$ cat src/design/pgrd_pkg.sv
// Shared types and constants for the glyph raster decoder.
// Used by pgrd_ctrl, pgrd_dp, the top level and the checker.
package pgrd_pkg;

	localparam int DEF_MAX_WIDTH  = 64;
	localparam int DEF_MAX_HEIGHT = 64;

	localparam int CFG_IDX_W  = 2;
	localparam int CFG_DATA_W = 7;

	localparam logic [CFG_IDX_W-1:0] REG_DYN_FACTOR   = 2'd0;
	localparam logic [CFG_IDX_W-1:0] REG_FIRST_BLACK  = 2'd1;
	localparam logic [CFG_IDX_W-1:0] REG_GLYPH_WIDTH  = 2'd2;
	localparam logic [CFG_IDX_W-1:0] REG_GLYPH_HEIGHT = 2'd3;

	localparam logic [3:0] DYN_RAW     = 4'd14;
	localparam logic [3:0] NIB_REP_NUM = 4'd14;
	localparam logic [3:0] NIB_REP_ONE = 4'd15;
	localparam logic [3:0] DYN_TOP     = 4'd13;
	localparam logic [3:0] ZERO_SAT    = 4'd15;
	localparam logic [6:0] REP_MAX     = 7'd127;

	typedef enum logic [1:0] {
		PH_FIRST,
		PH_SECOND,
		PH_ZEROS,
		PH_DIGITS
	} phase_t;

	typedef enum logic [1:0] {
		NK_NONE,
		NK_PAINT,
		NK_ERR
	} nib_kind_t;

	typedef enum logic [2:0] {
		S_IDLE,
		S_NIB,
		S_PAINT,
		S_RAW,
		S_FIN,
		S_FIN_CLR,
		S_ERR
	} state_t;

	typedef struct packed {
		logic accept;
		logic nib_exec;
		logic nib_next;
		logic paint;
		logic paint_end;
		logic raw_bit;
		logic emit_row;
		logic fin_clr;
		logic emit_err;
	} cmd_t;

	typedef struct packed {
		logic      raw_mode;
		logic      glyph_done;
		logic      col_ge_w;
		logic      raw_rem_zero;
		logic      nib_sel;
		logic      count_zero;
		logic      fill_ends_row;
		logic      rows_ge_h;
		logic      repeat_zero;
		logic      out_free;
		nib_kind_t nib_kind;
	} sts_t;

endpackage

$ cat src/design/pk_glyph_raster_decoder_unit.sv
// Flow: a byte is taken while the sequencer is idle, then its nibbles are
// parsed (run-length mode) or its pixel bits are written to the row buffer
// (raw mode); a run is painted row segment by row segment, and each completed
// row is sent once per copy, waiting while the output is held, then cleared.
// A new byte is taken only once the sequencer is idle again.
// Reset (arst_n low) clears sequencer, glyph state and output.
// Top level: joins pgrd_ctrl and pgrd_dp; depends on pgrd_pkg.
module pk_glyph_raster_decoder_unit #(
	parameter int MAX_WIDTH  = pgrd_pkg::DEF_MAX_WIDTH,
	parameter int MAX_HEIGHT = pgrd_pkg::DEF_MAX_HEIGHT
) (
	input  logic                            clk,
	input  logic                            arst_n,
	input  logic                            cfg_valid,
	output logic                            cfg_ready,
	input  logic [pgrd_pkg::CFG_IDX_W-1:0]  cfg_index,
	input  logic [pgrd_pkg::CFG_DATA_W-1:0] cfg_data,
	input  logic                            in_valid,
	output logic                            in_ready,
	input  logic [7:0]                      packed_byte,
	input  logic                            glyph_start,
	output logic                            out_valid,
	input  logic                            out_ready,
	output logic [MAX_WIDTH-1:0]            row_pixels,
	output logic [$clog2(MAX_HEIGHT)-1:0]   row_number,
	output logic                            last_row,
	output logic                            repeat_error
);

	pgrd_pkg::cmd_t cmd;
	pgrd_pkg::sts_t sts;

	assign cfg_ready = 1'b1;

	pgrd_ctrl u_ctrl (
		.clk      (clk),
		.arst_n   (arst_n),
		.in_valid (in_valid),
		.in_ready (in_ready),
		.sts      (sts),
		.cmd      (cmd)
	);

	pgrd_dp #(
		.MAX_WIDTH  (MAX_WIDTH),
		.MAX_HEIGHT (MAX_HEIGHT)
	) u_dp (
		.clk          (clk),
		.arst_n       (arst_n),
		.cfg_valid    (cfg_valid),
		.cfg_index    (cfg_index),
		.cfg_data     (cfg_data),
		.packed_byte  (packed_byte),
		.glyph_start  (glyph_start),
		.cmd          (cmd),
		.sts          (sts),
		.out_ready    (out_ready),
		.out_valid    (out_valid),
		.row_pixels   (row_pixels),
		.row_number   (row_number),
		.last_row     (last_row),
		.repeat_error (repeat_error)
	);

endmodule

$ cat src/design/pgrd_ctrl.sv
// Sequencer for the glyph raster decoder: walks nibbles, raw bits, run
// painting and row emission. Depends on pgrd_pkg; drives pgrd_dp by commands.
module pgrd_ctrl (
	input  logic          clk,
	input  logic          arst_n,
	input  logic          in_valid,
	output logic          in_ready,
	input  pgrd_pkg::sts_t sts,
	output pgrd_pkg::cmd_t cmd
);

	pgrd_pkg::state_t state_q, state_d;
	logic ret_raw_q, ret_raw_d;

	always_ff @(posedge clk or negedge arst_n) begin
		if (!arst_n) begin
			state_q   <= pgrd_pkg::S_IDLE;
			ret_raw_q <= 1'b0;
		end else begin
			state_q   <= state_d;
			ret_raw_q <= ret_raw_d;
		end
	end

	// next state
	always_comb begin
		state_d   = state_q;
		ret_raw_d = ret_raw_q;
		case (state_q)
			pgrd_pkg::S_IDLE: begin
				if (in_valid)
					state_d = sts.raw_mode ? pgrd_pkg::S_RAW : pgrd_pkg::S_NIB;
			end
			pgrd_pkg::S_NIB: begin
				if (sts.glyph_done)
					state_d = pgrd_pkg::S_IDLE;
				else if (sts.nib_kind == pgrd_pkg::NK_ERR)
					state_d = pgrd_pkg::S_ERR;
				else if (sts.nib_kind == pgrd_pkg::NK_PAINT)
					state_d = pgrd_pkg::S_PAINT;
				else if (sts.nib_sel)
					state_d = pgrd_pkg::S_IDLE;
			end
			pgrd_pkg::S_PAINT: begin
				if (sts.glyph_done || sts.count_zero) begin
					state_d = sts.nib_sel ? pgrd_pkg::S_IDLE : pgrd_pkg::S_NIB;
				end else if (sts.col_ge_w || sts.fill_ends_row) begin
					state_d   = pgrd_pkg::S_FIN;
					ret_raw_d = 1'b0;
				end
			end
			pgrd_pkg::S_RAW: begin
				if (sts.glyph_done) begin
					state_d = pgrd_pkg::S_IDLE;
				end else if (sts.col_ge_w) begin
					state_d   = pgrd_pkg::S_FIN;
					ret_raw_d = 1'b1;
				end else if (sts.raw_rem_zero) begin
					state_d = pgrd_pkg::S_IDLE;
				end
			end
			pgrd_pkg::S_FIN: begin
				if (sts.rows_ge_h)
					state_d = pgrd_pkg::S_FIN_CLR;
				else if (sts.out_free && sts.repeat_zero)
					state_d = pgrd_pkg::S_FIN_CLR;
			end
			pgrd_pkg::S_FIN_CLR: begin
				state_d = ret_raw_q ? pgrd_pkg::S_RAW : pgrd_pkg::S_PAINT;
			end
			pgrd_pkg::S_ERR: begin
				if (sts.out_free)
					state_d = pgrd_pkg::S_IDLE;
			end
			default: state_d = pgrd_pkg::S_IDLE;
		endcase
	end

	// commands
	always_comb begin
		cmd      = '0;
		in_ready = 1'b0;
		case (state_q)
			pgrd_pkg::S_IDLE: begin
				in_ready   = 1'b1;
				cmd.accept = in_valid;
			end
			pgrd_pkg::S_NIB: begin
				if (!sts.glyph_done) begin
					cmd.nib_exec = 1'b1;
					cmd.nib_next = (sts.nib_kind == pgrd_pkg::NK_NONE) && !sts.nib_sel;
				end
			end
			pgrd_pkg::S_PAINT: begin
				if (sts.glyph_done || sts.count_zero) begin
					cmd.paint_end = 1'b1;
					cmd.nib_next  = !sts.nib_sel;
				end else if (!sts.col_ge_w) begin
					cmd.paint = 1'b1;
				end
			end
			pgrd_pkg::S_RAW: begin
				cmd.raw_bit = !sts.glyph_done && !sts.col_ge_w && !sts.raw_rem_zero;
			end
			pgrd_pkg::S_FIN: begin
				cmd.emit_row = !sts.rows_ge_h && sts.out_free;
			end
			pgrd_pkg::S_FIN_CLR: begin
				cmd.fin_clr = 1'b1;
			end
			pgrd_pkg::S_ERR: begin
				cmd.emit_err = sts.out_free;
			end
			default: cmd = '0;
		endcase
	end

endmodule

$ cat src/design/pgrd_dp.sv
// Datapath of the glyph raster decoder: config registers, nibble parser,
// row buffer, run painter and output register. Depends on pgrd_pkg.
module pgrd_dp #(
	parameter int MAX_WIDTH  = pgrd_pkg::DEF_MAX_WIDTH,
	parameter int MAX_HEIGHT = pgrd_pkg::DEF_MAX_HEIGHT
) (
	input  logic                              clk,
	input  logic                              arst_n,
	input  logic                              cfg_valid,
	input  logic [pgrd_pkg::CFG_IDX_W-1:0]    cfg_index,
	input  logic [pgrd_pkg::CFG_DATA_W-1:0]   cfg_data,
	input  logic [7:0]                        packed_byte,
	input  logic                              glyph_start,
	input  pgrd_pkg::cmd_t                    cmd,
	output pgrd_pkg::sts_t                    sts,
	input  logic                              out_ready,
	output logic                              out_valid,
	output logic [MAX_WIDTH-1:0]              row_pixels,
	output logic [$clog2(MAX_HEIGHT)-1:0]     row_number,
	output logic                              last_row,
	output logic                              repeat_error
);

	localparam int CW = $clog2(MAX_WIDTH + 1);
	localparam int IW = $clog2(MAX_WIDTH);
	localparam int RW = $clog2(MAX_HEIGHT + 1);
	localparam int NW = $clog2(MAX_HEIGHT);

	logic [3:0]           dyn_q;
	logic                 first_black_q;
	logic [6:0]           width_q, height_q;
	logic [7:0]           byte_q;
	logic                 nib_sel_q;
	logic [3:0]           raw_rem_q;
	logic [MAX_WIDTH-1:0] row_buf_q;
	logic [CW-1:0]        col_q;
	logic [RW-1:0]        rows_q;
	logic                 color_q;
	logic [6:0]           repeat_q;
	pgrd_pkg::phase_t     phase_q, phase_n;
	logic [3:0]           zeros_q, zeros_n;
	logic [31:0]          accum_q, accum_n;
	logic                 pend_q, pend_n;
	logic                 done_q;
	logic [31:0]          count_q;

	logic [CW-1:0] w_eff, room, take, col_take;
	logic [RW-1:0] h_eff;
	logic [3:0]    nib;
	logic          rep_wr, deliver, err, paint_go;
	logic [6:0]    rep_val;
	logic [31:0]   dcount;
	logic [3:0]    sec_first, sec_diff;
	logic [8:0]    sec_count;
	logic [31:0]   dig_acc, dig_count;
	logic [7:0]    dig_k;
	logic [32:0]   dig_sum, dig_sub;
	logic [MAX_WIDTH-1:0] mask;

	always_comb begin
		if (width_q == 7'd0)
			w_eff = CW'(1);
		else if (width_q > 7'(MAX_WIDTH))
			w_eff = CW'(MAX_WIDTH);
		else
			w_eff = CW'(width_q);
		if (height_q == 7'd0)
			h_eff = RW'(1);
		else if (height_q > 7'(MAX_HEIGHT))
			h_eff = RW'(MAX_HEIGHT);
		else
			h_eff = RW'(height_q);
	end

	assign nib = nib_sel_q ? byte_q[3:0] : byte_q[7:4];

	// two-nibble run: stale prefix not above dyn_factor adds nothing
	assign sec_first = accum_q[3:0];
	assign sec_diff  = sec_first - dyn_q - 4'd1;
	assign sec_count = ((sec_first > dyn_q) ? {1'b0, sec_diff, 4'b0} : 9'd0)
		+ 9'(nib) + 9'(dyn_q) + 9'd1;

	// long packed number, saturating
	assign dig_acc   = (accum_q > 32'h0FFF_FFFF) ? '1 : {accum_q[27:0], nib};
	assign dig_k     = {pgrd_pkg::DYN_TOP - dyn_q, 4'b0} + {4'b0, dyn_q};
	assign dig_sum   = {1'b0, dig_acc} + 33'(dig_k);
	assign dig_sub   = dig_sum - 33'd15;
	assign dig_count = (dig_sum < 33'd15) ? 32'd0 : (dig_sub[32] ? '1 : dig_sub[31:0]);

	always_comb begin
		phase_n = phase_q;
		zeros_n = zeros_q;
		accum_n = accum_q;
		pend_n  = pend_q;
		rep_wr  = 1'b0;
		rep_val = '0;
		deliver = 1'b0;
		dcount  = '0;
		err     = 1'b0;
		paint_go = 1'b0;
		case (phase_q)
			pgrd_pkg::PH_FIRST: begin
				if (nib >= pgrd_pkg::NIB_REP_NUM) begin
					if (pend_q) begin
						err = 1'b1;
					end else if (nib == pgrd_pkg::NIB_REP_ONE) begin
						rep_wr  = 1'b1;
						rep_val = 7'd1;
					end else begin
						pend_n = 1'b1;
					end
				end else if (nib == 4'd0) begin
					zeros_n = 4'd1;
					phase_n = pgrd_pkg::PH_ZEROS;
				end else if (nib <= dyn_q) begin
					deliver = 1'b1;
					dcount  = 32'(nib);
				end else begin
					accum_n = 32'(nib);
					phase_n = pgrd_pkg::PH_SECOND;
				end
			end
			pgrd_pkg::PH_SECOND: begin
				phase_n = pgrd_pkg::PH_FIRST;
				deliver = 1'b1;
				dcount  = 32'(sec_count);
			end
			pgrd_pkg::PH_ZEROS: begin
				if (nib == 4'd0) begin
					if (zeros_q < pgrd_pkg::ZERO_SAT)
						zeros_n = zeros_q + 4'd1;
				end else begin
					accum_n = 32'(nib);
					phase_n = pgrd_pkg::PH_DIGITS;
				end
			end
			pgrd_pkg::PH_DIGITS: begin
				accum_n = dig_acc;
				zeros_n = (zeros_q != 4'd0) ? zeros_q - 4'd1 : 4'd0;
				if (zeros_n == 4'd0) begin
					phase_n = pgrd_pkg::PH_FIRST;
					deliver = 1'b1;
					dcount  = dig_count;
				end
			end
			default: phase_n = pgrd_pkg::PH_FIRST;
		endcase
		if (deliver) begin
			if (pend_q) begin
				pend_n  = 1'b0;
				rep_wr  = 1'b1;
				rep_val = (dcount > 32'(pgrd_pkg::REP_MAX)) ? pgrd_pkg::REP_MAX : dcount[6:0];
			end else begin
				paint_go = 1'b1;
			end
		end
	end

	// run painter: one row segment per cycle, pausing while a finished row is sent and cleared
	assign room     = w_eff - col_q;
	assign take     = (count_q < 32'(room)) ? count_q[CW-1:0] : room;
	assign col_take = col_q + take;

	always_comb begin
		for (int j = 0; j < MAX_WIDTH; j++)
			mask[j] = (CW'(j) >= col_q) && (CW'(j) < col_take);
	end

	always_comb begin
		sts.raw_mode      = dyn_q >= pgrd_pkg::DYN_RAW;
		sts.glyph_done    = done_q;
		sts.col_ge_w      = col_q >= w_eff;
		sts.raw_rem_zero  = raw_rem_q == 4'd0;
		sts.nib_sel       = nib_sel_q;
		sts.count_zero    = count_q == 32'd0;
		sts.fill_ends_row = count_q >= 32'(room);
		sts.rows_ge_h     = rows_q >= h_eff;
		sts.repeat_zero   = repeat_q == 7'd0;
		sts.out_free      = !out_valid || out_ready;
		sts.nib_kind      = err ? pgrd_pkg::NK_ERR :
			(paint_go ? pgrd_pkg::NK_PAINT : pgrd_pkg::NK_NONE);
	end

	always_ff @(posedge clk or negedge arst_n) begin
		if (!arst_n) begin
			dyn_q         <= '0;
			first_black_q <= 1'b0;
			width_q       <= 7'd1;
			height_q      <= 7'd1;
			byte_q        <= '0;
			nib_sel_q     <= 1'b0;
			raw_rem_q     <= '0;
			row_buf_q     <= '0;
			col_q         <= '0;
			rows_q        <= '0;
			color_q       <= 1'b0;
			repeat_q      <= '0;
			phase_q       <= pgrd_pkg::PH_FIRST;
			zeros_q       <= '0;
			accum_q       <= '0;
			pend_q        <= 1'b0;
			done_q        <= 1'b0;
			count_q       <= '0;
			out_valid     <= 1'b0;
			row_pixels    <= '0;
			row_number    <= '0;
			last_row      <= 1'b0;
			repeat_error  <= 1'b0;
		end else begin
			if (cfg_valid) begin
				case (cfg_index)
					pgrd_pkg::REG_DYN_FACTOR:   dyn_q         <= cfg_data[3:0];
					pgrd_pkg::REG_FIRST_BLACK:  first_black_q <= cfg_data[0];
					pgrd_pkg::REG_GLYPH_WIDTH:  width_q       <= cfg_data[6:0];
					pgrd_pkg::REG_GLYPH_HEIGHT: height_q      <= cfg_data[6:0];
					default: ;
				endcase
			end

			if (cmd.accept) begin
				byte_q    <= packed_byte;
				nib_sel_q <= 1'b0;
				raw_rem_q <= 4'd8;
				if (glyph_start) begin
					row_buf_q <= '0;
					col_q     <= '0;
					rows_q    <= '0;
					color_q   <= first_black_q;
					repeat_q  <= '0;
					phase_q   <= pgrd_pkg::PH_FIRST;
					zeros_q   <= '0;
					accum_q   <= '0;
					pend_q    <= 1'b0;
					done_q    <= 1'b0;
				end else if (rows_q >= h_eff) begin
					done_q <= 1'b1;
				end
			end

			if (cmd.nib_next)
				nib_sel_q <= 1'b1;

			if (cmd.nib_exec && !err) begin
				phase_q <= phase_n;
				zeros_q <= zeros_n;
				accum_q <= accum_n;
				pend_q  <= pend_n;
				if (rep_wr)
					repeat_q <= rep_val;
				if (paint_go)
					count_q <= dcount;
			end

			if (cmd.paint) begin
				if (color_q)
					row_buf_q <= row_buf_q | mask;
				col_q   <= col_take;
				count_q <= count_q - 32'(take);
			end

			if (cmd.paint_end)
				color_q <= ~color_q;

			if (cmd.raw_bit) begin
				if (byte_q[7])
					row_buf_q[col_q[IW-1:0]] <= 1'b1;
				col_q     <= col_q + CW'(1);
				byte_q    <= {byte_q[6:0], 1'b0};
				raw_rem_q <= raw_rem_q - 4'd1;
			end

			if (cmd.emit_row) begin
				row_pixels   <= row_buf_q;
				row_number   <= rows_q[NW-1:0];
				last_row     <= RW'(rows_q + RW'(1)) == h_eff;
				repeat_error <= 1'b0;
				rows_q       <= rows_q + RW'(1);
				if (repeat_q != 7'd0)
					repeat_q <= repeat_q - 7'd1;
			end

			if (cmd.fin_clr) begin
				row_buf_q <= '0;
				col_q     <= '0;
				repeat_q  <= '0;
				done_q    <= rows_q >= h_eff;
			end

			if (cmd.emit_err) begin
				row_pixels   <= '0;
				row_number   <= '0;
				last_row     <= 1'b1;
				repeat_error <= 1'b1;
				done_q       <= 1'b1;
			end

			if (cmd.emit_row || cmd.emit_err)
				out_valid <= 1'b1;
			else if (out_ready)
				out_valid <= 1'b0;
		end
	end

endmodule

$ cat config.mk
export PLATFORM = sky130hd
export DESIGN_NAME = pk_glyph_raster_decoder_unit
export DESIGN_NICKNAME = d
export VERILOG_FILES = /design/src/design/pgrd_pkg.sv /design/src/design/pk_glyph_raster_decoder_unit.sv /design/src/design/pgrd_ctrl.sv /design/src/design/pgrd_dp.sv
export SDC_FILE = /design/constraint.sdc
export NUM_CORES = 1
export LEC_CHECK = 0
export BUFFER_PORTS_ARGS = -buffer_cell sky130_fd_sc_hd__clkbuf_2
export CAP_MARGIN = 0
export CORE_UTILIZATION = 47
export CTS_BUF_LIST = sky130_fd_sc_hd__clkbuf_4 sky130_fd_sc_hd__clkbuf_8 sky130_fd_sc_hd__clkbuf_16
export CTS_CLUSTER_SIZE = 20
export DETAILED_ROUTE_END_ITERATION = 10
export PLACE_DENSITY = 0.76
export RECOVER_POWER = 50
export SLEW_MARGIN = 20
export SYNTH_ARGS = -nofsm -noshare
export SYNTH_HDL_FRONTEND = slang
export SYNTH_HIERARCHICAL = 1
export SYNTH_SLANG_ARGS = --single-unit
$ cat constraint.sdc
create_clock -name clk -period 17.95 [get_ports clk]
set_input_delay 3.59 -clock clk [delete_from_list [all_inputs] [get_ports clk]]
set_output_delay 3.59 -clock clk [all_outputs]
set_load 0.02 [all_outputs]
# --- After elaboration in Yosys (flattened, before gate mapping) ---
# Index checks and enable logic that the tools add are counted.
# W data, S select, Z words.
word_totals:
  regBits: 267
  in_bits: 23
  output_inout_bits: 75
  elab_cells: 513
classes:
  n_addsub: 18
  n_lt_le_gt_ge: 144
  n_eq_ne: 36
  n_mux: 160
  bitwise: 3
  n_reduce_logical: 127
ops:
  columns: ["operator", "n"]
  rows:
  - ["$mux W64", 9]
  - ["$mux W32", 16]
  - ["$ge A6 B7 Y1 const A", 32]
  - ["$lt A6 B7 Y1 const A", 32]
  - ["$pmux W32 S3", 2]
  - ["$mux W7", 24]
  - ["$or A64 B64 Y64", 2]
  - ["$ge A5 B7 Y1 const A", 16]
  - ["$lt A5 B7 Y1 const A", 16]
  - ["$logic_and A1 B1 Y1", 71]
  - ["$mux W1", 60]
  - ["$ge A4 B7 Y1 const A", 8]
  - ["$lt A4 B7 Y1 const A", 8]
  - ["$mux W4", 12]
  - ["$mux W3", 13]
  - ["$add A32 B8 Y33", 1]
  - ["$lt A33 B4 Y1 const B", 1]
  - ["$sub A33 B4 Y33 const B", 1]
  - ["$ge A32 B7 Y1", 1]
  - ["$gt A32 B28 Y1 const B", 1]
  - ["$gt A32 B7 Y1 const B", 1]
  - ["$logic_not A32 Y1", 1]
  - ["$lt A32 B7 Y1", 1]
  - ["$sub A32 B7 Y32", 1]
  - ["65 further kinds", 158]

# --- Longest topological paths before layout ---
# Gate-level depths: netlist of the first run.
depth:
  ltp_word: 18
  ltp_mapped: 31
  depth_no_buf: 31

# --- Modules after synthesis ---
# The synthesis of the first run kept the hierarchy.
by_module_without_submodules:
  columns: ["module", "instances", "cells_per_inst", "area_each_um2", "seq_area_each_um2"]
  rows:
  - ["pgrd_dp", 1, 2040, 17854.6, 6583.8]
  - ["pgrd_ctrl", 1, 63, 510.5, 100.1]
  - ["pk_glyph_raster_decoder_unit", 1, 2, 11.3, 0.0]

# --- Least setup slack after synthesis of the first run ---
# Ideal clock, no wire load.
synth_timing:
  path_type: "register to register"
  start: "register u_dp.width_q[1]"
  end: "register u_dp.row_buf_q[43]"
  setup_time_ns: 0.132
  arrival_time_ns: 5.964
  t_required_ns: 17.818
  path_slack_ns: 11.854
  path_stages_with_launch: 31
  path_buffers: 0
  period_less_slack_ns: 6.096
  cell_sequence: "dfrtp_1 -> or4_1 -> nor2_1 -> o21bai_1 -> ha_1 -> inv_1 -> a21o_1 -> a21o_1 -> a21oi_1 -> o21bai_1 -> xor2_1 -> inv_1 -> ha_1 -> a21o_1 -> a21oi_1 -> o2111ai_2 -> a21oi_1 -> ha_1 -> inv_1 -> fa_1 -> inv_1 -> a21oi_1 -> o21bai_1 -> a21o_1 -> a21oi_1 -> xnor2_1 -> xor2_2 -> nand4_1 -> o22a_1 -> a222oi_1 -> nor2_1"
synth_between:
  elab_chain_cells: 16
  elab_cells_between_ends: 25
  cone_classes: "add/sub (2); order compare (4); mux (12); bitwise (2); reduce/logical (5)"
synth_rtl:
  columns: ["element", "line", "rtl"]
  rows:
  - ["from (decl)", "pgrd_dp.sv:31", "logic [6:0] width_q, height_q;"]
  - ["from (signal assigned)", "pgrd_dp.sv:214", "pgrd_pkg::REG_GLYPH_WIDTH: width_q <= cfg_data[6:0];"]
  - ["$gt A7 B7 Y1", "pgrd_dp.sv:63", "else if (width_q > 7'(MAX_WIDTH))"]
  - ["$mux W7", "pgrd_dp.sv:63", null]
  - ["$mux W7 *", "pgrd_dp.sv:61", "if (width_q == 7'd0)"]
  - ["$sub A7 B7 Y7", "pgrd_dp.sv:160", "assign room = w_eff - col_q;"]
  - ["$lt A32 B7 Y1", "pgrd_dp.sv:161", "assign take = (count_q < 32'(room)) ? count_q[CW-1:0] : room;"]
  - ["$mux W7", "pgrd_dp.sv:161", null]
  - ["$add A7 B7 Y7", "pgrd_dp.sv:162", "assign col_take = col_q + take;"]
  - ["$lt A6 B7 Y1", "pgrd_dp.sv:166", "mask[j] = (CW'(j) >= col_q) && (CW'(j) < col_take);"]
  - ["$logic_and A1 B1 Y1", "pgrd_dp.sv:166", null]
  - ["$or A64 B64 Y64", "pgrd_dp.sv:256", "row_buf_q <= row_buf_q | mask;"]
  - ["$mux W64", "pgrd_dp.sv:255", "if (color_q)"]
  - ["$mux W64", "pgrd_dp.sv:254", "if (cmd.paint) begin"]
  - ["$or A64 B64 Y64 (no source line)", null, null]
  - ["$mux W64", "pgrd_dp.sv:265", "if (byte_q[7])"]
  - ["$mux W64 *", "pgrd_dp.sv:264", "if (cmd.raw_bit) begin"]
  - ["$mux W64 *", "pgrd_dp.sv:282", "if (cmd.fin_clr) begin"]
  - ["to (signal assigned)", "pgrd_dp.sv:256", null]
  - ["to (decl)", "pgrd_dp.sv:35", "logic [MAX_WIDTH-1:0] row_buf_q;"]
# Mark *: on every way between the ends. The rest lies on a longest branch, timed or not.
# A chain may end at the register's enable or synchronous reset.

==> summary.txt, run 1 <==
Outcome
  • Status: complete, but fails checks
  • Failing checks: capacitance limit, slew limit

Clocking
  • Clock slew at reported path FFs: 0.07 ns
  • CTS max path bufs: 3
  • Setup bufs post-CTS: 0
  • Skew-Pair Late Insertion Delay: 0.60 ns
  • CTS tree: done
  • CTS sink count: 267
  • Cts bufs inserted: 31
  • CTS Hold Buffers Added: 0
  • Post-CTS Resized: 0
  • CTS Root Cell: clkbuf_16
  • Htree depth: 1

STA
  • Max Slew Vio Count: 234
  • Tightest slew margin relative to the limit: -321%
  • Final TNS setup: 0 ns
  • Clock Skew: 0.0184 ns
  • RSZ-0062 raised after global routing: no
  • Final period util: 53.6%
  • Final Critical Period: 9.62 ns
  • Setup ws final: 8.33 ns
  • Maximum clock frequency: 104 MHz
  • Least-Margin Pin Slew: 6.32 ns
  • Final Hold Viols: 0
  • Final Setup Violations: 0

Hold path
  • Hold Crit Endpoint: u_ctrl/ret_raw_q
  • Hold Path Class: reg -> reg
  • Hold path cells: 2
  • Min-delay src: u_ctrl/ret_raw_q

Critical path
  • CP dominant cell by count: clkbuf_1
  • Max FO, Critical Path: 122
  • Required time of the critical path: 18.54 ns
  • Worst setup path class: in -> async
  • CP Data Arrival Time: 10.21 ns
  • Crit end category: async pin
  • Levels on crit path: 4
  • Top Family by Delay on Critical Path: buffers and inverters
  • Reg2reg end: u_dp/row_buf_q[5]
  • Critical Path Source Type: input port
  • Crit-path cells: clkbuf_1, clkbuf_1, buf_16, buf_4
  • Reg-to-reg slack, setup: 10.37 ns
  • FF-to-FF path depth: 25
  • Buffer and inverter count on the worst path: 4
  • Worst r2r src: u_dp/col_q[4]
  • Critical path's slowest cell: clkbuf_1
  • CP peak stage delay: 4.31 ns

Global routing
  • Largest net degree at the start of global routing: 123
  • Met2 Use GR: 42.2%
  • Vias in the first global route: 15700
  • M3 GR Usage: 5.78%
  • Met1 Usage GRT: 38.6%
  • Total track usage: 27.5%
  • Initial antenna violation count: 2
  • First-pass GRT wire length: 87700 µm
  • Remaining Overflow, GRT: 0
  • Most used routing layer: met2

Synthesis
  • Yosys warning count: 6
  • Mapped Area: 18400 µm²
  • Gate Count Post-Synth: 2105
  • Synthesized net count: 2207
  • Ys flop type: dfrtp_1
  • #FFs+latches synth: 267
  • Synth unique cells: 116
  • Async SR Flop Fraction: 100%
  • Synth Area per Inst: 8.73 µm²
  • Register area share after synthesis: 36.4%
  • EDFF count, synth: 0

Placement
  • Port buffer count: 96
  • Cell Area, Placed: 19200 µm²
  • GPL Wtd Cong: 1.00
  • Dpl hpwl: 39500 µm
  • Dpl ws: 10.90 ns

Routing
  • Post-DRT Antenna Nets: 0
  • Initial DRC count: 1786
  • Vias: 17100
  • DRC viols: 0
  • Per-cell routed wire length: 20.7 µm
  • DR vias/cell: 6.36
  • Drt total wl: 55500 µm
  • DR pass1 iterations: 6

Floorplan
  • IO Count: 98
  • Core area: 38600 µm²
  • Die area: 39900 µm²
  • Die boundary width: 200 µm
  • Initial Utilization: 47.5%
  • Core Rows: 72
  • Die Height: 200 µm

Final layout
  • Final instance area: 20200 µm²
  • Area grow syn2layout: 9.89%
  • Final #Nets: 2242
  • Share of layout cells above drive strength 1: 9.93%

Pwr
  • Final Power: 4.15 mW
  • Worst VDD drop: 0.165 mV
  • Cell Pwr Density: 206 nW/µm²
  • Leakage power: 8.56 nW

Run
  • # Max-Cap Violations: 3
-- metrics by stage --
| stage | utilization [%] | std cells | hold slack, ns |
|---|---|---|---|
| after floorplan | - | 2105 | 0.463 |
| after CTS | 52.4 | 2682 | 0.510 |
| final | 52.3 | 2684 | 0.506 |
| after global placement | 49.7 | 2624 | 0.462 |
| after detailed placement | 49.7 | 2624 | 0.493 |
| after global routing | 52.3 | 2684 | 0.549 |
-- report_power, final --
part	leakage, nW	internal [mW]	switching, mW
combinational	4.46	0.854	1.65
sequential	3.57	0.793	0.211
clock	0.534	0.377	0.272
-- worst register-to-register path: stages, from the launching register on --
cell and delay [ns]:
dfrtp_1 0.80, inv_1 0.49, ha_1 0.49, inv_1 0.07, o21bai_1 0.23, xor2_1 0.20, inv_1 0.07, ha_1 0.29
nand4b_1 0.13, o2111ai_1 0.77, nor2_1 0.12, a21oi_1 0.23, ha_1 0.22, inv_1 0.06, fa_1 0.42, inv_1 0.08
a21oi_1 0.06, o21bai_1 0.29, a21o_1 0.18, a21oi_1 0.07, xnor2_1 0.48, xor2_2 0.54, nand4_1 0.50, o211a_1 0.38
o21ai_0 0.14, a21oi_1 0.10
-- cell families after synthesis --
group	after synthesis	synth area share (%)
flops	267	36.4
xor+xnor	93	4.58
simple gates	731	19.6
other cells	1	0.0204
fa+ha+maj	79	5.62
buf+inv	196	4.53
mux	113	6.34
compound gates	625	22.9
-- registers in the layout (all words and copies together) (netlist names), 8 cells and up --
name and cells:
u_dp/accum_q 32, u_dp/byte_q 8, u_dp/count_q 32, u_dp/row_buf_q 64
u_dp/row_pixels 64
-- cells in the final DEF (no fill, tap or decap), types with 25 or more instances in the layout --
cell       Yosys  routed
clkbuf_1      86      61
a21oi_1      154     154
nor2_1       233     232
o21ai_0      138     139
clkbuf_16      0      31
xor2_1        27      27
nand2_1      201     200
clkbuf_2       0      37
xnor2_1       64      64
dfrtp_1      265     265
nand3_1       38      38
mux2i_1       86      86
nor3_1        61      57
inv_1         76      76
a22oi_1       46      46
a211oi_1      25      25
nand4_1       26      26
ha_1          73      73
-- layout make-up --
cell class / instances / area [µm²]
well taps: 518 / 648
repair buffers: 120 / 599
inverters: 78 / 294
fillers: 3540 / 18500
clock buffers: 40 / 881
clock inverters: 18 / 173
multi-input cells: 1642 / 10900
diodes: 1 / 2.50
flip-flops and latches: 267 / 6680
-- synth_stat cells, types with 24 or more instances --
library cell    n  area (µm²)
clkbuf_1       86         323
dfrtp_1       265        6630
xor2_1         27         236
xnor2_1        64         561
nor2_1        233         875
a211oi_1       25         188
mux2i_1        86         861
o21ai_0       138         691
ha_1           73         913
nand2_1       201         754
nand4_1        26         163
mux2_2         24         270
nand3_1        38         190
inv_1          76         285
a21oi_1       154         771
nor3_1         61         305
a22oi_1        46         345
-- per-layer routing --
metal | share of wire [%] | up-vias
met5 | 0 | -
met4 | 3.2 | 0
met3 | 8.9 | 142
met2 | 44 | 797
met1 | 44 | 8289
li1 | - | 7845
-- how the worst max path moves through the flow --
stage | startpoint | endpoint | slack, ns
final | arst_n | u_dp/accum_q[31] | 8.33
after global routing | arst_n | u_dp/accum_q[31] | 6.83
after CTS | u_dp/col_q[4] | u_dp/row_buf_q[5] | 10.84
after detailed placement | u_dp/col_q[4] | u_dp/row_buf_q[5] | 10.90
after global placement | u_dp/col_q[4] | u_dp/row_buf_q[51] | 11.15
after floorplan | u_dp/width_q[1] | u_dp/row_buf_q[43] | 11.85
No activity file was read; power rests on OpenSTA's default activity.
==> inputs of run 2 (changes only) <==
--- a/config.mk
+++ b/config.mk
@@ -11,7 +11,7 @@
 export CTS_BUF_LIST = sky130_fd_sc_hd__clkbuf_4 sky130_fd_sc_hd__clkbuf_8 sky130_fd_sc_hd__clkbuf_16
 export CTS_CLUSTER_SIZE = 20
 export DETAILED_ROUTE_END_ITERATION = 10
-export PLACE_DENSITY = 0.76
+export PLACE_DENSITY = 0.78
 export RECOVER_POWER = 50
 export SLEW_MARGIN = 20
 export SYNTH_ARGS = -nofsm -noshare
==> constraint.sdc (replaced) <==
create_clock -name clk -period 7.74 [get_ports clk]
set_input_delay 1.548 -clock clk [delete_from_list [all_inputs] [get_ports clk]]
set_output_delay 1.548 -clock clk [all_outputs]
set_load 0.02 [all_outputs]
==> summary.txt, run 2 (synthesis gave the netlist of run 1 again) <==
Outcome
  • Status: complete, but fails checks
  • Failing checks: DRC, capacitance limit, slew limit

STA
  • Clock Skew: 0.0395 ns
  • Final period util: 89.8%
  • Maximum clock frequency: 144 MHz
  • Least-Margin Pin Slew: 3.24 ns
  • RSZ-0062 raised after global routing: no
  • Final TNS setup: 0 ns
  • Final Setup Violations: 0
  • Final Critical Period: 6.95 ns
  • Max Slew Vio Count: 131
  • Tightest slew margin relative to the limit: -116%
  • Final Hold Viols: 0

Critical path
  • CP peak stage delay: 0.52 ns
  • Max FO, Critical Path: 10
  • CP Data Arrival Time: 7.40 ns
  • Crit end category: register
  • Worst r2r src: u_dp/width_q[1]
  • CP dominant cell by count: a21oi_1
  • Critical path's slowest cell: or4_1
  • Required time of the critical path: 8.19 ns
  • Critical Path Start: u_dp/width_q[1]
  • Reg2reg end: u_dp/row_buf_q[51]
  • FF-to-FF path depth: 30
  • Worst setup path class: reg -> reg
  • Critical Path Source Type: register
  • Reg-to-reg slack, setup: 0.79 ns

Floorplan
  • Initial Utilization: 47.5%
  • Die area: 39900 µm²
  • Die boundary width: 200 µm
  • Core Rows: 72
  • Core area: 38600 µm²
  • Die Height: 200 µm
  • IO Count: 98

Clocking
  • CTS sink count: 267
  • CTS Hold Buffers Added: 0
  • CTS tree: done
  • Clock slew at reported path FFs: 0.06 ns
  • Cts bufs inserted: 31
  • CTS Root Cell: clkbuf_16
  • Htree depth: 1
  • Skew-Pair Late Insertion Delay: 0.60 ns
  • CTS max path bufs: 3
  • Setup bufs post-CTS: 0

Routing
  • Initial DRC count: 2026
  • Per-cell routed wire length: 20.5 µm
  • DRC viols: 1
  • DR pass1 iterations: 9
  • Vias: 17100
  • Post-DRT Antenna Nets: 0
  • DR vias/cell: 6.36
  • Drt total wl: 54900 µm

Final layout
  • Commonest non-fill, non-tap cells in the layout: 265 x dfrtp_1, 232 x nor2_1, 200 x nand2_1, 154 x a21oi_1, 138 x o21ai_0
  • Number of fill cells: 3426
  • Most common cell after layout, fill and taps aside: dfrtp_1
  • Share of layout cells above drive strength 1: 12.2%
  • Area of the multi-input gates: 10900 µm²
  • Register area: 6680 µm²
  • Final Util: 52.5%
  • Final instance area: 20300 µm²
  • Area grow syn2layout: 10.5%
  • Largest regs: u_dp/row_buf_q x64, u_dp/row_pixels x64
  • Final #Nets: 2242

Global routing
  • First-pass GRT wire length: 87100 µm
  • Total track usage: 27.2%
  • Vias in the first global route: 15900
  • Initial antenna violation count: 2
  • Largest net degree at the start of global routing: 138
  • Remaining Overflow, GRT: 0

Run
  • # Max-Cap Violations: 1

Hold path
  • Hold path cells: 1
  • Hold Path Class: reg -> reg
  • Hold Crit Endpoint: u_dp/repeat_error
  • Min-delay src: u_dp/repeat_error

Pwr
  • Leakage power: 8.71 nW
  • Cell Pwr Density: 477 nW/µm²
  • Worst VDD drop: 0.260 mV

Placement
  • Cell Area, Placed: 19200 µm²
  • GPL Wtd Cong: 0.979
  • Dpl hpwl: 38800 µm
  • Port buffer count: 96
==> run 2: cell count changes in the layout (fill, tap and decap cells not counted), sizes merged <==
cell,change
clkinv,-2
diode,+1
clkbuf,-3
bufinv,+1
inv,-1
buf,+2
clkinvlp,+3
==> run 2: cell type report <==
type	count	share of cell area (%)
antenna	2	0.0247
clock buffer	39	4.27
clock inverter	19	1.02
inverter	78	1.45
multi-input combinational	1642	53.9
sequential	267	32.9
tap	518	3.19
timing repair buffer	120	3.20
==> run 2: worst max-delay path: cells and delay by family (launching register included) <==
family / cells / cell delay (ns)
AOI/OAI and AO/OA: 16 / 2.91
xor gates and xnor gates: 3 / 1.04
adders and majority gates: 4 / 1.13
buffers and inverters: 4 / 0.30
DFF: 1 / 0.38
and+or+nand+nor: 3 / 1.06
==> run 2: repair_timing <==
action	4_1_cts	5_1_grt
gates resized for setup	0	1
endpoints found under the hold margin	0	0
setup endpoints to repair	0	3
==> run 2: metal layers <==
layer | share of wire, % | GRT usage [%]
met2 | 45 | 42.4
met1 | 44 | 38.8
met4 | 2.6 | 7.69
met3 | 8.4 | 4.59
met5 | 0 | 0
==> run 2: where the power goes <==
part | switching [mW] | total (mW) | internal [mW]
logic | 3.84 | 5.88 | 2.03
registers | 0.455 | 2.29 | 1.84
clock network | 0.623 | 1.52 | 0.899
==> run 2: worst max path at each step <==
stage | depth (start not counted) | end
after floorplan | 30 | u_dp/row_buf_q[43]
after global placement | 30 | u_dp/row_buf_q[51]
after detailed placement | 30 | u_dp/row_buf_q[51]
after CTS | 30 | u_dp/row_buf_q[51]
after global routing | 30 | u_dp/row_buf_q[46]
final | 30 | u_dp/row_buf_q[51]
==> run 2: metrics by stage <==
| stage | hold WS, ns | power, mW | instances | worst slack [ns] |
|---|---|---|---|---|
| final | 0.481 | 9.69 | 2685 | 0.791 |
| after global routing | 0.495 | 10.3 | 2685 | 0.152 |
| after CTS | 0.483 | 9.57 | 2683 | 0.733 |
| after detailed placement | 0.469 | 7.98 | 2625 | 0.744 |
| after global placement | 0.463 | 7.87 | 2625 | 1.04 |
| after floorplan | 0.463 | 6.34 | 2105 | 1.64 |
==> inputs of run 3 (changes only) <==
--- a/config.mk
+++ b/config.mk
@@ -5,6 +5,7 @@
 export SDC_FILE = /design/constraint.sdc
 export NUM_CORES = 1
 export LEC_CHECK = 0
+export ABC_AREA = 1
 export BUFFER_PORTS_ARGS = -buffer_cell sky130_fd_sc_hd__clkbuf_2
 export CAP_MARGIN = 0
 export CORE_UTILIZATION = 47
==> summary.txt, run 3 <==
Synthesis
  • Async SR Flop Fraction: 100%
  • Gate Count Post-Synth: 2832
  • Main combinational cell family by area after synthesis: simple AND/OR/NAND/NOR gates
  • EDFF count, synth: 0
  • Synth top area share: 33.9%
  • Synth cell count leaders: 714 x nand2_1, 366 x inv_1, 274 x o21ai_0
  • Ys flop type: dfrtp_1
  • Largest area contributor in the netlist: dfrtp_1
  • Post-synthesis mux area share: 0.0575%
  • Yosys warning count: 6
  • Cell with the most instances after synthesis: nand2_1
  • Synth Area in Simple Gates: 29.4%
  • Synth unique cells: 63
  • #FFs+latches synth: 267
  • Xor/xnor share of the synthesized area: 2.37%
  • Largest cells by area after synthesis: dfrtp_1 34%, nand2_1 14%, inv_1 7.0%, o21ai_0 7.0%, nand3_1 5.0%
  • Mapped Area: 19600 µm²
  • Compound-cell area share of the yosys netlist: 18.6%
  • Post-Synth Adder-Cell Area: 5.28%
  • Register area share after synthesis: 34.1%
  • Synth Area per Inst: 6.92 µm²
  • Synthesized net count: 2934

STA
  • Least-Margin Pin Slew: 5.37 ns
  • Final Hold Viols: 0
  • Final period util: 84.8%
  • Final Critical Period: 6.57 ns
  • Tightest slew margin relative to the limit: -258%
  • Final Setup Violations: 0
  • RSZ-0062 raised after global routing: no
  • Final TNS setup: 0 ns
  • Clock Skew: 0.0210 ns
  • Maximum clock frequency: 152 MHz
  • Max Slew Vio Count: 101

Routing
  • Vias: 19700
  • Per-cell routed wire length: 17.7 µm
  • Initial DRC count: 1554
  • Post-DRT Antenna Nets: 0
  • DRC viols: 0
  • DR pass1 iterations: 7
  • Drt total wl: 60800 µm
  • DR vias/cell: 5.72

Final layout
  • # diodes: 0
  • Final instance area: 21500 µm²
  • Final Util: 52.5%
  • Commonest non-fill, non-tap cells in the layout: 714 x nand2_1, 365 x inv_1, 274 x o21ai_0, 265 x dfrtp_1, 235 x nor2_1
  • Largest regs: u_dp/row_buf_q x64, u_dp/row_pixels x64
  • Share of layout cells above drive strength 1: 9.62%
  • Most common cell after layout, fill and taps aside: nand2_1
  • Final #Nets: 2989
  • Area grow syn2layout: 9.77%

Clocking
  • Skew-Pair Late Insertion Delay: 0.59 ns
  • CTS sink count: 267
  • Setup bufs post-CTS: 0
  • Htree depth: 1
  • Post-CTS Resized: 0
  • CTS tree: done
  • CTS Root Cell: clkbuf_16
  • Cts bufs inserted: 31
  • CTS max path bufs: 3
  • Clock slew at reported path FFs: 0.06 ns
  • CTS Hold Buffers Added: 0

Floorplan
  • Core Rows: 74
  • Die Height: 206 µm
  • Initial Utilization: 47.9%
  • IO Count: 98
  • Core area: 40900 µm²
  • Die boundary width: 206 µm
  • Die area: 42500 µm²

Critical path
  • Max FO, Critical Path: 10
  • CP Data Arrival Time: 7.07 ns
  • FF-to-FF path depth: 31
  • CP peak stage delay: 0.57 ns
  • Worst r2r src: u_dp/width_q[3]
  • Worst setup path class: reg -> reg
  • Reg-to-reg slack, setup: 1.17 ns
  • Reg2reg end: u_dp/row_buf_q[14]
  • Critical Path Start: u_dp/width_q[3]
  • Crit end category: register
  • Critical Path Source Type: register
  • Required time of the critical path: 8.24 ns
  • Critical path's slowest cell: nor2_1

Hold path
  • Hold path cells: 2
  • Hold Path Class: reg -> reg
  • Min-delay src: u_dp/row_pixels[41]
  • Hold Crit Endpoint: u_dp/row_pixels[41]

Global routing
  • Initial antenna violation count: 0
  • Largest net degree at the start of global routing: 169
  • First-pass GRT wire length: 96300 µm
  • Remaining Overflow, GRT: 0
  • Total track usage: 28.2%
  • Vias in the first global route: 18400

Placement
  • Dpl hpwl: 44200 µm
  • Cell Area, Placed: 20500 µm²
  • Port buffer count: 96
  • GPL Wtd Cong: 0.990

Pwr
  • Worst VDD drop: 0.231 mV
  • Leakage power: 10.5 nW
  • Cell Pwr Density: 446 nW/µm²
  • Final Power: 9.59 mW

Outcome
  • Failing checks: capacitance limit, slew limit
  • Status: complete, but fails checks

Run
  • # Max-Cap Violations: 1
[run 3: worst max-delay path, delay by kind of cell (launching register included)]
family	cells	cell delay [ns]
flops	1	0.40
fa+ha+maj	4	1.17
xor+xnor	2	0.41
compound gates	8	1.33
simple gates	11	2.05
buf+inv	6	1.14
[run 3: power breakdown]
part	total [mW]	leakage [nW]	switching (mW)	internal (mW)
clock network	1.53	0.531	0.610	0.917
registers	2.12	3.63	0.339	1.79
logic	5.94	6.30	4.10	1.84
total	9.59	10.5	5.05	4.54
[run 3: cell families after synthesis]
logic type,Yosys count
xor gates and xnor gates,53
DFF,267
muxes,1
adders and majority gates,79
other,1
AOI/OAI and AO/OA,629
and+or+nand+nor,1310
buffers and inverters,492
[run 3: per-stage QoR]
step | instances | hold slack [ns] | setup WS, ns
finish | 3442 | 0.482 | 1.17
global route | 3442 | 0.514 | 0.496
CTS | 3442 | 0.489 | 1.27
detailed placement | 3386 | 0.473 | 1.29
global placement | 3386 | 0.462 | 1.56
floorplan | 2832 | 0.440 | 2.25
[run 3: area by class of cell]
type	instances	area, µm²
timing repair buffer	116	617
tap	532	666
multi-input combinational	2073	11000
fill	4029	19400
clock buffer	43	910
sequential	267	6680
clock inverter	13	156
inverter	398	1500
[run 3: routing by layer]
layer	global-route usage (%)	vias up	share of wire, %	wire, µm
met5	0	-	0	0
met4	9.93	0	3.3	2040
met3	3.64	131	6.4	3860
met2	47.4	827	47	28700
met1	37.2	9252	43	26200
li1	-	9474	-	-
[run 3: how the worst max path moves through the flow]
stage                               to  cells after the start
finish              u_dp/row_buf_q[14]                     31
global route         u_dp/row_buf_q[9]                     36
CTS                  u_dp/row_buf_q[9]                     36
detailed placement    u_dp/count_q[31]                     38
global placement     u_dp/row_buf_q[9]                     36
floorplan            u_dp/row_buf_q[9]                     36
